### src/rtl/core/lkv_pkg.sv
// Package for the LRU key-value cache: sizes, the entry type and the miss value.
// No dependencies; imported by every module of the cache.
package lkv_pkg;

    localparam int ENTRIES = 16;
    localparam int IDX_W   = (ENTRIES > 1) ? $clog2(ENTRIES) : 1;
    localparam int CNT_W   = $clog2(ENTRIES + 1);
    localparam int CAP_W   = 5;
    localparam int DATA_W  = 32;

    localparam logic signed [DATA_W-1:0] MISS_VALUE = '1;

    localparam logic FUNC_GET = 1'b0;
    localparam logic FUNC_PUT = 1'b1;

    typedef struct packed {
        logic                     valid;
        logic signed [DATA_W-1:0] key;
        logic signed [DATA_W-1:0] value;
    } t_entry;

endpackage

### src/rtl/core/lkv_cell.sv
// One cell of the recency-ordered row: holds one entry and its match flag.
// Depends on lkv_pkg.
module lkv_cell
    import lkv_pkg::*;
(
    input  logic                     i_clk,
    input  logic                     i_rst_n,
    input  logic                     i_cmp,
    input  logic signed [DATA_W-1:0] i_key,
    input  logic                     i_shift,
    input  t_entry                   i_prev,
    output t_entry                   o_entry,
    output logic                     o_match
);

    logic                     r_valid;
    logic signed [DATA_W-1:0] r_key;
    logic signed [DATA_W-1:0] r_value;
    logic                     r_match;

    always_ff @(posedge i_clk) begin
        if (!i_rst_n) begin
            r_valid <= 1'b0;
            r_match <= 1'b0;
        end else begin
            if (i_shift) begin
                r_valid <= i_prev.valid;
            end
            if (i_cmp) begin
                r_match <= r_valid && (r_key == i_key);
            end
        end
    end

    // take the neighbor's entry when the row advances through this cell
    always_ff @(posedge i_clk) begin
        if (i_shift) begin
            r_key   <= i_prev.key;
            r_value <= i_prev.value;
        end
    end

    assign o_entry = '{valid: r_valid, key: r_key, value: r_value};
    assign o_match = r_match;

endmodule

### src/rtl/core/lru_key_value_cache.sv
// Top level of the fully associative LRU key-value cache: row of lkv_cell,
// control and capacity register. Depends on lkv_pkg and lkv_cell.
//
//   channel   handshake                   payload
//   request   i_start, o_busy             i_func, i_key, i_value
//   result    o_done (strobe)             o_hit, o_read_value
//   config    i_cfg_valid, o_cfg_ready    i_cfg_data (cache_capacity)
//
// On a request, the accept edge compares the key against every cell, the
// next edge moves the row (most recent entry in cell 0) on a hit or a put
// and registers the result, shown with o_done, which strobes for gets only.
// o_busy is high for the one cycle between. Reset is synchronous and clears all valid
// flags at once; no clearing pass. The result side cannot stall.
module lru_key_value_cache
    import lkv_pkg::*;
(
    input  logic                     i_clk,
    input  logic                     i_rst_n,
    input  logic                     i_start,
    output logic                     o_busy,
    input  logic                     i_func,
    input  logic signed [DATA_W-1:0] i_key,
    input  logic signed [DATA_W-1:0] i_value,
    output logic                     o_done,
    output logic                     o_hit,
    output logic signed [DATA_W-1:0] o_read_value,
    input  logic                     i_cfg_valid,
    output logic                     o_cfg_ready,
    input  logic [CAP_W-1:0]         i_cfg_data
);

    logic                     r_busy;
    logic                     r_func;
    logic signed [DATA_W-1:0] r_key;
    logic signed [DATA_W-1:0] r_value;
    logic [CAP_W-1:0]         r_cap;
    logic [CNT_W-1:0]         r_used;
    logic [CNT_W-1:0]         n_used;
    logic                     r_done;
    logic                     r_hit;
    logic signed [DATA_W-1:0] r_read_value;

    t_entry                   w_entry [ENTRIES];
    logic   [ENTRIES-1:0]     w_match;
    logic   [ENTRIES-1:0]     w_shift;
    t_entry                   w_head;
    logic                     w_accept;
    logic                     w_hit;
    logic [IDX_W-1:0]         w_hit_idx;
    logic signed [DATA_W-1:0] w_hit_value;
    logic [CNT_W-1:0]         w_eff_cap;
    logic                     w_has_room;
    logic [IDX_W-1:0]         w_limit;
    logic                     w_move;

    assign w_accept    = i_start && !r_busy;
    assign o_busy      = r_busy;
    assign o_cfg_ready = 1'b1;

    always_ff @(posedge i_clk) begin
        if (!i_rst_n) begin
            r_busy <= 1'b0;
            r_done <= 1'b0;
            r_used <= '0;
            r_cap  <= CAP_W'(ENTRIES);
        end else begin
            r_busy <= w_accept;
            r_done <= r_busy && (r_func == FUNC_GET);
            r_used <= n_used;
            if (i_cfg_valid) begin
                r_cap <= i_cfg_data;
            end
        end
    end

    always_ff @(posedge i_clk) begin
        if (w_accept) begin
            r_func  <= i_func;
            r_key   <= i_key;
            r_value <= i_value;
        end
        if (r_busy) begin
            r_hit        <= w_hit;
            r_read_value <= w_hit ? w_hit_value : MISS_VALUE;
        end
    end

    // at most one cell matches, so OR the index and value of the hit cell
    always_comb begin
        w_hit_idx   = '0;
        w_hit_value = '0;
        for (int i = 0; i < ENTRIES; i++) begin
            if (w_match[i]) begin
                w_hit_idx   = w_hit_idx | IDX_W'(i);
                w_hit_value = w_hit_value | w_entry[i].value;
            end
        end
    end

    assign w_hit = |w_match;

    always_comb begin
        if (r_cap == '0) begin
            w_eff_cap = CNT_W'(1);
        end else if (int'(r_cap) > ENTRIES) begin
            w_eff_cap = CNT_W'(ENTRIES);
        end else begin
            w_eff_cap = CNT_W'(r_cap);
        end
    end

    assign w_has_room = r_used < w_eff_cap;

    // deepest cell that advances: the hit cell, the first free cell, or the
    // least recent cell when the cache is full
    always_comb begin
        n_used = r_used;
        if (w_hit) begin
            w_limit = w_hit_idx;
        end else if (w_has_room) begin
            w_limit = IDX_W'(r_used);
            if (r_busy && r_func == FUNC_PUT) begin
                n_used = r_used + CNT_W'(1);
            end
        end else begin
            w_limit = IDX_W'(r_used - CNT_W'(1));
        end
    end

    assign w_move = r_busy && (w_hit || r_func == FUNC_PUT);

    always_comb begin
        w_head.valid = 1'b1;
        w_head.key   = r_key;
        w_head.value = (r_func == FUNC_PUT) ? r_value : w_hit_value;
    end

    for (genvar g = 0; g < ENTRIES; g++) begin : g_cell
        assign w_shift[g] = w_move && (g <= int'(w_limit));

        lkv_cell u_cell (
            .i_clk   (i_clk),
            .i_rst_n (i_rst_n),
            .i_cmp   (w_accept),
            .i_key   (i_key),
            .i_shift (w_shift[g]),
            .i_prev  ((g == 0) ? w_head : w_entry[(g == 0) ? 0 : g - 1]),
            .o_entry (w_entry[g]),
            .o_match (w_match[g])
        );
    end

    assign o_done       = r_done;
    assign o_hit        = r_hit;
    assign o_read_value = r_read_value;

endmodule
### config.mk
export PLATFORM = sky130hd
export DESIGN_NAME = lru_key_value_cache
export DESIGN_NICKNAME = d
export VERILOG_FILES = /design/src/rtl/core/lkv_pkg.sv /design/src/rtl/core/lkv_cell.sv /design/src/rtl/core/lru_key_value_cache.sv
export SDC_FILE = /design/constraint.sdc
export NUM_CORES = 1
export LEC_CHECK = 0
export BUFFER_PORTS_ARGS = -buffer_cell sky130_fd_sc_hd__buf_2
export CELL_PAD_IN_SITES_DETAIL_PLACEMENT = 1
export CELL_PAD_IN_SITES_GLOBAL_PLACEMENT = 1
export CORE_MARGIN = 2
export CORE_UTILIZATION = 25
export DETAILED_ROUTE_END_ITERATION = 10
export PLACE_DENSITY_LB_ADDON = 0.12
export SYNTH_ARGS = -nofsm -noshare
export SYNTH_HDL_FRONTEND = slang
export SYNTH_SLANG_ARGS = --single-unit
### constraint.sdc
create_clock -name i_clk -period 12.7 [get_ports i_clk]
set_clock_uncertainty 0.05 [all_clocks]
set_input_delay 1.27 -clock i_clk [delete_from_list [all_inputs] [get_ports i_clk]]
set_output_delay 1.27 -clock i_clk [all_outputs]
set_load 0.1 [all_outputs]
==> summary.md, run 1 <==
| Metric | Value |
|---|---|
| Gpl congestion | 0.758 |
| Required @ worst endpoint | 13.07 ns |
| Reg-to-reg slack, setup | 7.10 ns |
| Max Slew Vio Count | 0 |
| Die Height | 429 um |
| Clock power frac | 45.0% |
| Core Rows | 156 |
| Synth Area in XOR/XNOR | 9.93% |
| Post-DR wirelength/cell | 28.5 um |
| H-tree Lvls | 4 |
| Post-CTS Hold Buffers | 0 |
| CP max FO | 39 |
| Clk slew on worst S/H paths | 0.06 ns |
| Min-delay src | r_key[3] |
| Post-synthesis adder-cell area fraction | 0.166% |
| Worst-Skew Late Latency | 0.78 ns |
| Clock sinks | 1166 |
| Ratio of cells with drive above 1 in the final layout | 14.2% |
| CP Cell Sequence | buf_4 > nor4_2 > and4_2 > inv_2 > o21ai_4 > clkinv_2 > buf_4 > o21ai_2 > clkinv_2 > buf_4 |
| Register-to-Register Path Depth | 10 |
| Sequential Power Share | 51.6% |
| HP Class | reg -> reg |
| Sw Share | 22.1% |
| Worst hold path stage count | 0 |
| Post-CTS resize count | 0 |
| Status | finished, final reports clean |
| DR pass1 iterations | 6 |
| Worst path arrival time | 5.97 ns |
| Largest family of logic cells by synthesized area | XOR/XNOR gates |
| Crit share post-route | 44.1% |
| Worst path most repeated cell | buf_4 |
| Die footprint | 184000 um2 |
| Post-route insts no fill | 5279 |
| Startpoint Class | register |
| HPWL after DPL | 92700 um |
| Largest net degree at the start of global routing | 49 |
| Max Buffers Root-to-Sink | 3 |
| Crit path buf inv count | 6 |
| Vias post-DR | 24500 |
| MaxCap Viol Count | 0 |
| Simple-gate share of the synthesized area | 4.82% |
| CP Capture Type | register |
| Root buf cell | clkbuf_16 |
| Final Hold Viols | 0 |
| Power, Total | 8260 uW |
| Drt drc | 0 |
| Number of enable flip-flop cells after synthesis | 1122 |
| Initial Utilization | 25.1% |
| Ys flop type | edfxtp_1 |
| Static Leak | 0.0167 uW |
| Synth Cell Area | 45200 um2 |
| Place WS | 6.97 ns |
| Post-route minimum period | 5.60 ns |
| Setup TNS | 0 ns |
| Inst Count DP | 5040 |
| Vias in the first global route | 26400 |
| Core area | 180000 um2 |
| I/O Buffers | 108 |
| CP delay by family, top | buffers and inverters |
| Io pins | 110 |
| Slowest cell on the critical path | clkinv_2 |
| Synthesized net count | 2717 |
| Register bit total from synthesis | 1166 |
| Distinct cells, synth | 64 |
| Peak VDD IR | 0.0000981 V |
| Die X | 429 um |
| Total grt overflow | 0 |
| First-pass GRT wire length | 212000 um |
| Post-synthesis sequential area ratio | 76.5% |
| Ys async rst share | 0% |
| Comb power frac | 3.4% |
| CTS Buf Count | 136 |
| P_sw | 1820 uW |
| Worst slew pin tran | 1.29 ns |
| Crit path kind | reg -> reg |
| Initial antenna violation count | 3 |
| Compound-Gate Fraction of Synth Area | 5.72% |
| Internal power | 6440 uW |
| Final Setup Violations | 0 |
| Core Util, Final | 29.3% |
| Reg-to-Reg Start | g_cell[15].u_cell.o_match |
| Total track usage | 16.2% |
| Mux share of post-synthesis cell area | 1.13% |
| RSZ-0062 raised after global routing | false |
| Postcts setup bufs | 0 |
| Post-route ant nets | 0 |
| Post-Syn Area per Cell | 17.1 um2 |
| CTS tree | yes |
| CP peak stage delay | 0.78 ns |
| Initial DRC Count | 2077 |
| Worst Hold Path EP | g_cell[0].u_cell.r_key[3] |
| Filler Cells Inserted | 18500 |
| Area growth from synthesis to layout | 17.0% |
| Final #Nets | 2888 |
| Average vias per placed instance | 4.63 |
| Synthesis Warnings | 0 |
| Worst Setup Slack, final | 7.10 ns |
| Slew margin rel. | 13.6% |
| Post-synthesis instance total | 2637 |
| Fmax | 178 MHz |
| PwrDens | 156 nW/um2 |
| Worst R2R End | g_cell[8].u_cell.r_value[22] |
| Number of diodes | 0 |
| Detailed Route WL | 150000 um |
==> placed cells by master, fill, tap and decap left out, drive strengths merged, types with 2 or more instances in the layout <==
| master | instances |
|---|---|
| or2 | 2 |
| o22ai | 3 |
| and2 | 8 |
| bufinv | 5 |
| a22o | 65 |
| nor2b | 7 |
| dfxtp | 44 |
| nand3 | 69 |
| inv | 50 |
| nor2 | 37 |
| or3 | 3 |
| buf | 180 |
| a21boi | 18 |
| ha | 6 |
| a22oi | 128 |
| clkbuf | 173 |
| xnor2 | 183 |
| nand4 | 80 |
| clkinv | 56 |
| o211ai | 4 |
| nor4 | 104 |
| o21a | 4 |
| o21ai | 6 |
| and3 | 3 |
| edfxtp | 1122 |
| nand2 | 78 |
| mux2i | 50 |
| a221oi | 64 |
| xor2 | 329 |
| nor3 | 4 |
| a21oi | 11 |
==> power groups by stage <==
stage | logic, uW | clock network [uW] | registers (uW)
global placement | 287 | 0 | 4340
floorplan | 158 | 0 | 4340
global route | 304 | 3960 | 4270
finish | 281 | 3710 | 4260
CTS | 290 | 3830 | 4260
detailed placement | 289 | 0 | 4340
==> area by class of cell <==
class | count | area [um2] | area share (%)
flip-flops and latches | 1166 | 34600 | 65.5
clock buffers | 173 | 3640 | 6.88
inverters | 46 | 179 | 0.339
well taps | 2370 | 2970 | 5.61
repair buffers | 180 | 1080 | 2.05
clock inverters | 66 | 478 | 0.904
multi-input cells | 1278 | 9920 | 18.8
==> worst reg2reg max path, cell delays in order, from the launching register on <==
cell	delay (ns)
dfxtp_2	0.31
buf_4	0.34
nor4_2	0.51
and4_2	0.37
inv_2	0.07
o21ai_4	0.32
clkinv_2	0.78
buf_4	0.61
o21ai_2	0.49
clkinv_2	0.78
buf_4	0.59
==> routing by layer <==
layer	GRT usage, %	wire [um]	vias up
met4	4.20	2900	0
met5	0	0	-
li1	-	-	10500
met3	2.40	7200	175
met1	22.2	68000	13000
met2	26.7	72400	741
==> through the flow <==
step,hold slack [ns],cell area [um2]
after floorplan,0.350,45200
after global placement,0.351,48700
after detailed placement,0.355,48700
after CTS,0.368,52900
after global routing,0.370,52900
final,0.364,52900
==> synth_stat cells (2+ instances only) <==
| master | instances | area [um2] |
|---|---|---|
| nand3_1 | 68 | 340 |
| buf_6 | 3 | 33.8 |
| mux2i_1 | 50 | 500 |
| xor2_1 | 329 | 2880 |
| nor2_1 | 36 | 135 |
| o211ai_1 | 2 | 15.0 |
| o22ai_1 | 2 | 12.5 |
| nor2b_1 | 7 | 43.8 |
| nand4_1 | 80 | 500 |
| xnor2_1 | 183 | 1600 |
| and2_1 | 8 | 50.1 |
| a21boi_0 | 18 | 135 |
| o21ai_2 | 4 | 35.0 |
| a21oi_2 | 6 | 52.6 |
| and3_1 | 2 | 12.5 |
| a22oi_1 | 128 | 961 |
| a221oi_1 | 64 | 561 |
| a22o_1 | 65 | 569 |
| nor3_1 | 2 | 10.0 |
| o21a_1 | 3 | 22.5 |
| a21oi_4 | 2 | 32.5 |
| a21oi_1 | 3 | 15.0 |
| nor4_1 | 102 | 638 |
| or3_1 | 2 | 12.5 |
| edfxtp_1 | 1122 | 33700 |
| dfxtp_1 | 44 | 881 |
| buf_2 | 12 | 60.1 |
| inv_2 | 2 | 7.51 |
| buf_1 | 25 | 93.8 |
| clkbuf_1 | 106 | 398 |
| inv_1 | 43 | 161 |
| ha_1 | 6 | 75.1 |
| nand2_1 | 77 | 289 |
==> flip-flops by register name (all words and copies together), names as in the netlist <==
register and flops:
r_used 5, o_done 1, r_func 1, g_cell.u_cell.r_key 512, r_value 32, o_hit 1, o_busy 1, g_cell.u_cell.r_value 512
r_cap 5, o_read_value 32, g_cell.u_cell.o_match 16, r_key 32, g_cell.u_cell.r_valid 16
==> worst max-delay path by stage <==
stage / slack [ns] / from / endpoint / depth (start not counted)
6_report: 7.10 / g_cell[15].u_cell.o_match / g_cell[8].u_cell.r_value[22] / 10
4_1_cts: 6.93 / g_cell[15].u_cell.o_match / g_cell[8].u_cell.r_value[14] / 10
2_1_floorplan: 6.21 / o_busy / g_cell[13].u_cell.r_key[0] / 4
3_3_place_gp: 7.10 / g_cell[15].u_cell.o_match / g_cell[8].u_cell.r_value[24] / 10
3_5_place_dp: 6.97 / g_cell[15].u_cell.o_match / g_cell[8].u_cell.r_value[24] / 10
5_1_grt: 6.75 / g_cell[15].u_cell.o_match / g_cell[8].u_cell.r_value[14] / 10
==> cells by family (layout without fill, tap and decap cells) <==
group | after synthesis | in the layout
compound gates | 310 | 310
xor+xnor | 512 | 512
fa+ha+maj | 6 | 6
buf+inv | 193 | 465
flops | 1166 | 1166
mux | 51 | 51
other cells | 1 | 1
simple gates | 398 | 398
(Power assumes the default switching activity.)
==> inputs of run 2 (changes only) <==
clock period = 5.5 ns   (was 12.7 ns; I/O delays follow)
==> summary.md, run 2 (same netlist as run 1, synthesis figures left out) <==
| Metric | Value |
|---|---|
| Reg-to-reg slack, setup | 1.03 ns (-6.07 ns) |
| Final hold slack | 0.146 ns (-0.218 ns) |
| Initial antenna violation count | 7 (+4) |
| Vias in the first global route | 26600 (+0.63%) |
| Static Leak | 0.0170 uW (+2.1%) |
| Max Buffers Root-to-Sink | 3 (unchanged) |
| Reg-to-Reg Start | r_cap[4] |
| Die footprint | 184000 um2 (unchanged) |
| Worst Hold Path EP | r_cap[2] |
| Worst-Skew Late Latency | 0.77 ns (about the same) |
| CTS Buf Count | 136 (unchanged) |
| Status | finished, final reports clean |
| HP Class | in -> reg |
| Io pins | 110 (unchanged) |
| Internal power | 15400 uW (+140%) |
| CP delay by family, top | compound AO/OA/AOI/OAI gates |
| RSZ-0062 raised after global routing | false |
| First-pass GRT wire length | 206000 um (-3.0%) |
| MaxCap Viol Count | 0 (unchanged) |
| P_sw | 4210 uW (+130%) |
| CP Capture Type | register |
| Peak VDD IR | 0.000210 V (+110%) |
| Clock power frac | 46.4% (+1.4 points) |
| Fmax | 224 MHz (+25%) |
| Die Height | 429 um (unchanged) |
| Post-route minimum period | 4.47 ns (-1.13 ns) |
| CTS tree | yes |
| Commonest non-fill, non-tap cell in the layout | edfxtp_1 |
| Final Setup Violations | 0 (unchanged) |
| Crit path launch | r_cap[4] |
| Core Util, Final | 29.8% (+0.48 points) |
| Sequential Power Share | 50.2% (-1.4 points) |
| Slew margin rel. | 23.8% (+10 points) |
| Biggest registers after layout | g_cell.u_cell.r_key x512, g_cell.u_cell.r_value x512 |
| Largest net degree at the start of global routing | 66 (+35%) |
| Worst slew pin tran | 1.14 ns (-0.151 ns) |
| Total track usage | 15.7% (-0.55 points) |
| Crit path buf inv count | 2 (-4) |
| Core Rows | 156 (unchanged) |
| PwrDens | 365 nW/um2 (+130%) |
| Ratio of cells with drive above 1 in the final layout | 14.9% (+0.63 points) |
| Initial DRC Count | 1708 (-18%) |
| Final #Nets | 2932 (+1.5%) |
| Die X | 429 um (unchanged) |
| Required @ worst endpoint | 5.82 ns (-7.25 ns) |
| Place WS | 1.06 ns (-5.92 ns) |
| Final Hold Viols | 0 (unchanged) |
| Crit share post-route | 81.3% (+37 points) |
| Comb power frac | 3.4% (about the same) |
| Core area | 180000 um2 (unchanged) |
| I/O Buffers | 108 (unchanged) |
| Register-to-Register Path Depth | 10 (unchanged) |
| Area growth from synthesis to layout | 18.9% |
| HPWL after DPL | 96400 um (+4.0%) |
| Initial Utilization | 25.1% (unchanged) |
| Max Slew Vio Count | 0 (unchanged) |
| Worst R2R End | g_cell[10].u_cell.r_key[5] |
| Drt drc | 0 (unchanged) |
| Clk slew on worst S/H paths | 0.06 ns (about the same) |
| Clock sinks | 1166 (unchanged) |
| Commonest cells after routing, fill and taps aside | edfxtp_1 (1122), xor2_1 (329), xnor2_1 (183) |
| Gpl congestion | 0.793 (+4.6%) |
| H-tree Lvls | 4 (unchanged) |
| Post-route ant nets | 0 (unchanged) |
| Worst Setup Slack, final | 1.03 ns (-6.07 ns) |
| CP max FO | 51 (+31%) |
| Detailed Route WL | 145000 um (-3.6%) |
| Power, Total | 19600 uW (+140%) |
| Min-delay src | i_cfg_valid |
| Startpoint Class | register |
| CP peak stage delay | 0.83 ns (+0.05 ns) |
| Slowest cell on the critical path | a21oi_4 |
| Total grt overflow | 0 (unchanged) |
| DR pass1 iterations | 5 (-1) |
| Sw Share | 21.5% (-0.58 points) |
| Vias post-DR | 24000 (-1.7%) |
| Post-DR wirelength/cell | 27.2 um (-4.5%) |
| Crit path kind | reg -> reg |
| Worst hold path stage count | 3 (+3) |
| CP Cell Sequence | inv_1 > nand2_1 > ha_1 > o21a_1 > a311oi_4 > o21a_4 > mux2_2 > or2_4 > a21oi_4 > buf_4 |
| Root buf cell | clkbuf_16 |
| Worst path arrival time | 4.79 ns (-1.18 ns) |
| Average vias per placed instance | 4.51 (-2.6%) |
==> run 2: cell types whose count changed in the layout (fill, tap and decap cells not counted), sizes merged <==
cell / previous run / this run
clkbuf: 173 / 174
dlygate4sd3: 0 / 39
clkinvlp: 1 / 6
bufinv: 5 / 12
clkinv: 56 / 45
buf: 180 / 185
inv: 50 / 49
diode: 0 / 5
==> run 2: worst max path at each step <==
stage / to / cells after the start
5_1_grt: g_cell[10].u_cell.r_key[19] / 10
6_report: g_cell[10].u_cell.r_key[5] / 10
4_1_cts: g_cell[10].u_cell.r_key[5] / 10
2_1_floorplan: g_cell[15].u_cell.r_key[0] / 4
3_5_place_dp: g_cell[10].u_cell.r_key[5] / 10
3_3_place_gp: g_cell[6].u_cell.r_key[17] / 10
==> run 2: per-layer routing <==
metal	wire length (um)	GRT usage, %	share of wire, %	up-vias
met2	67600	25.2	47	590
met1	68700	21.6	47	12700
met4	3510	4.64	2.4	0
li1	-	-	-	10600
met5	0	0	0	-
met3	5310	2.56	3.7	189
==> run 2: power groups by stage <==
| stage | Sequential [uW] | Combinational (uW) | Clock, uW |
|---|---|---|---|
| final | 9840 | 674 | 9090 |
| after global routing | 9850 | 731 | 9690 |
| after CTS | 9840 | 701 | 9390 |
| after detailed placement | 10000 | 674 | 0 |
| after global placement | 10000 | 670 | 0 |
| after floorplan | 10000 | 365 | 0 |
==> run 2: worst register-to-register path, cell delays in order, from the launching register on <==
cell and delay, ns:
dfxtp_1 0.31, inv_1 0.14, nand2_1 0.09, ha_1 0.33, o21a_1 0.16, a311oi_4 0.43, o21a_4 0.25, mux2_2 0.36
or2_4 0.28, a21oi_4 0.83, buf_4 0.80
==> run 2: cell type report <==
| class | instances | area [um2] |
|---|---|---|
| sequential | 1166 | 34600 |
| fill | 18500 | 126000 |
| antenna | 5 | 12.5 |
| multi-input combinational | 1278 | 9920 |
| clock buffer | 174 | 3780 |
| timing repair buffer | 224 | 1600 |
| clock inverter | 66 | 681 |
| inverter | 46 | 179 |
| tap | 2370 | 2970 |
==> run 2: timing repair <==
action,CTS,global route
resized for setup,0,0
setup buffers,0,0
hold endpoints to repair,38,0
hold buffers,39,0
==> run 2: metrics by stage <==
| step | std cells | area (um2) | TNS [ns] |
|---|---|---|---|
| after global placement | 5045 | 48900 | 0 |
| after floorplan | 2637 | 45200 | -129.03 |
| after detailed placement | 5045 | 48900 | 0 |
| after CTS | 5324 | 53700 | 0 |
| after global routing | 5327 | 53700 | 0 |
| final | 5329 | 53700 | 0 |
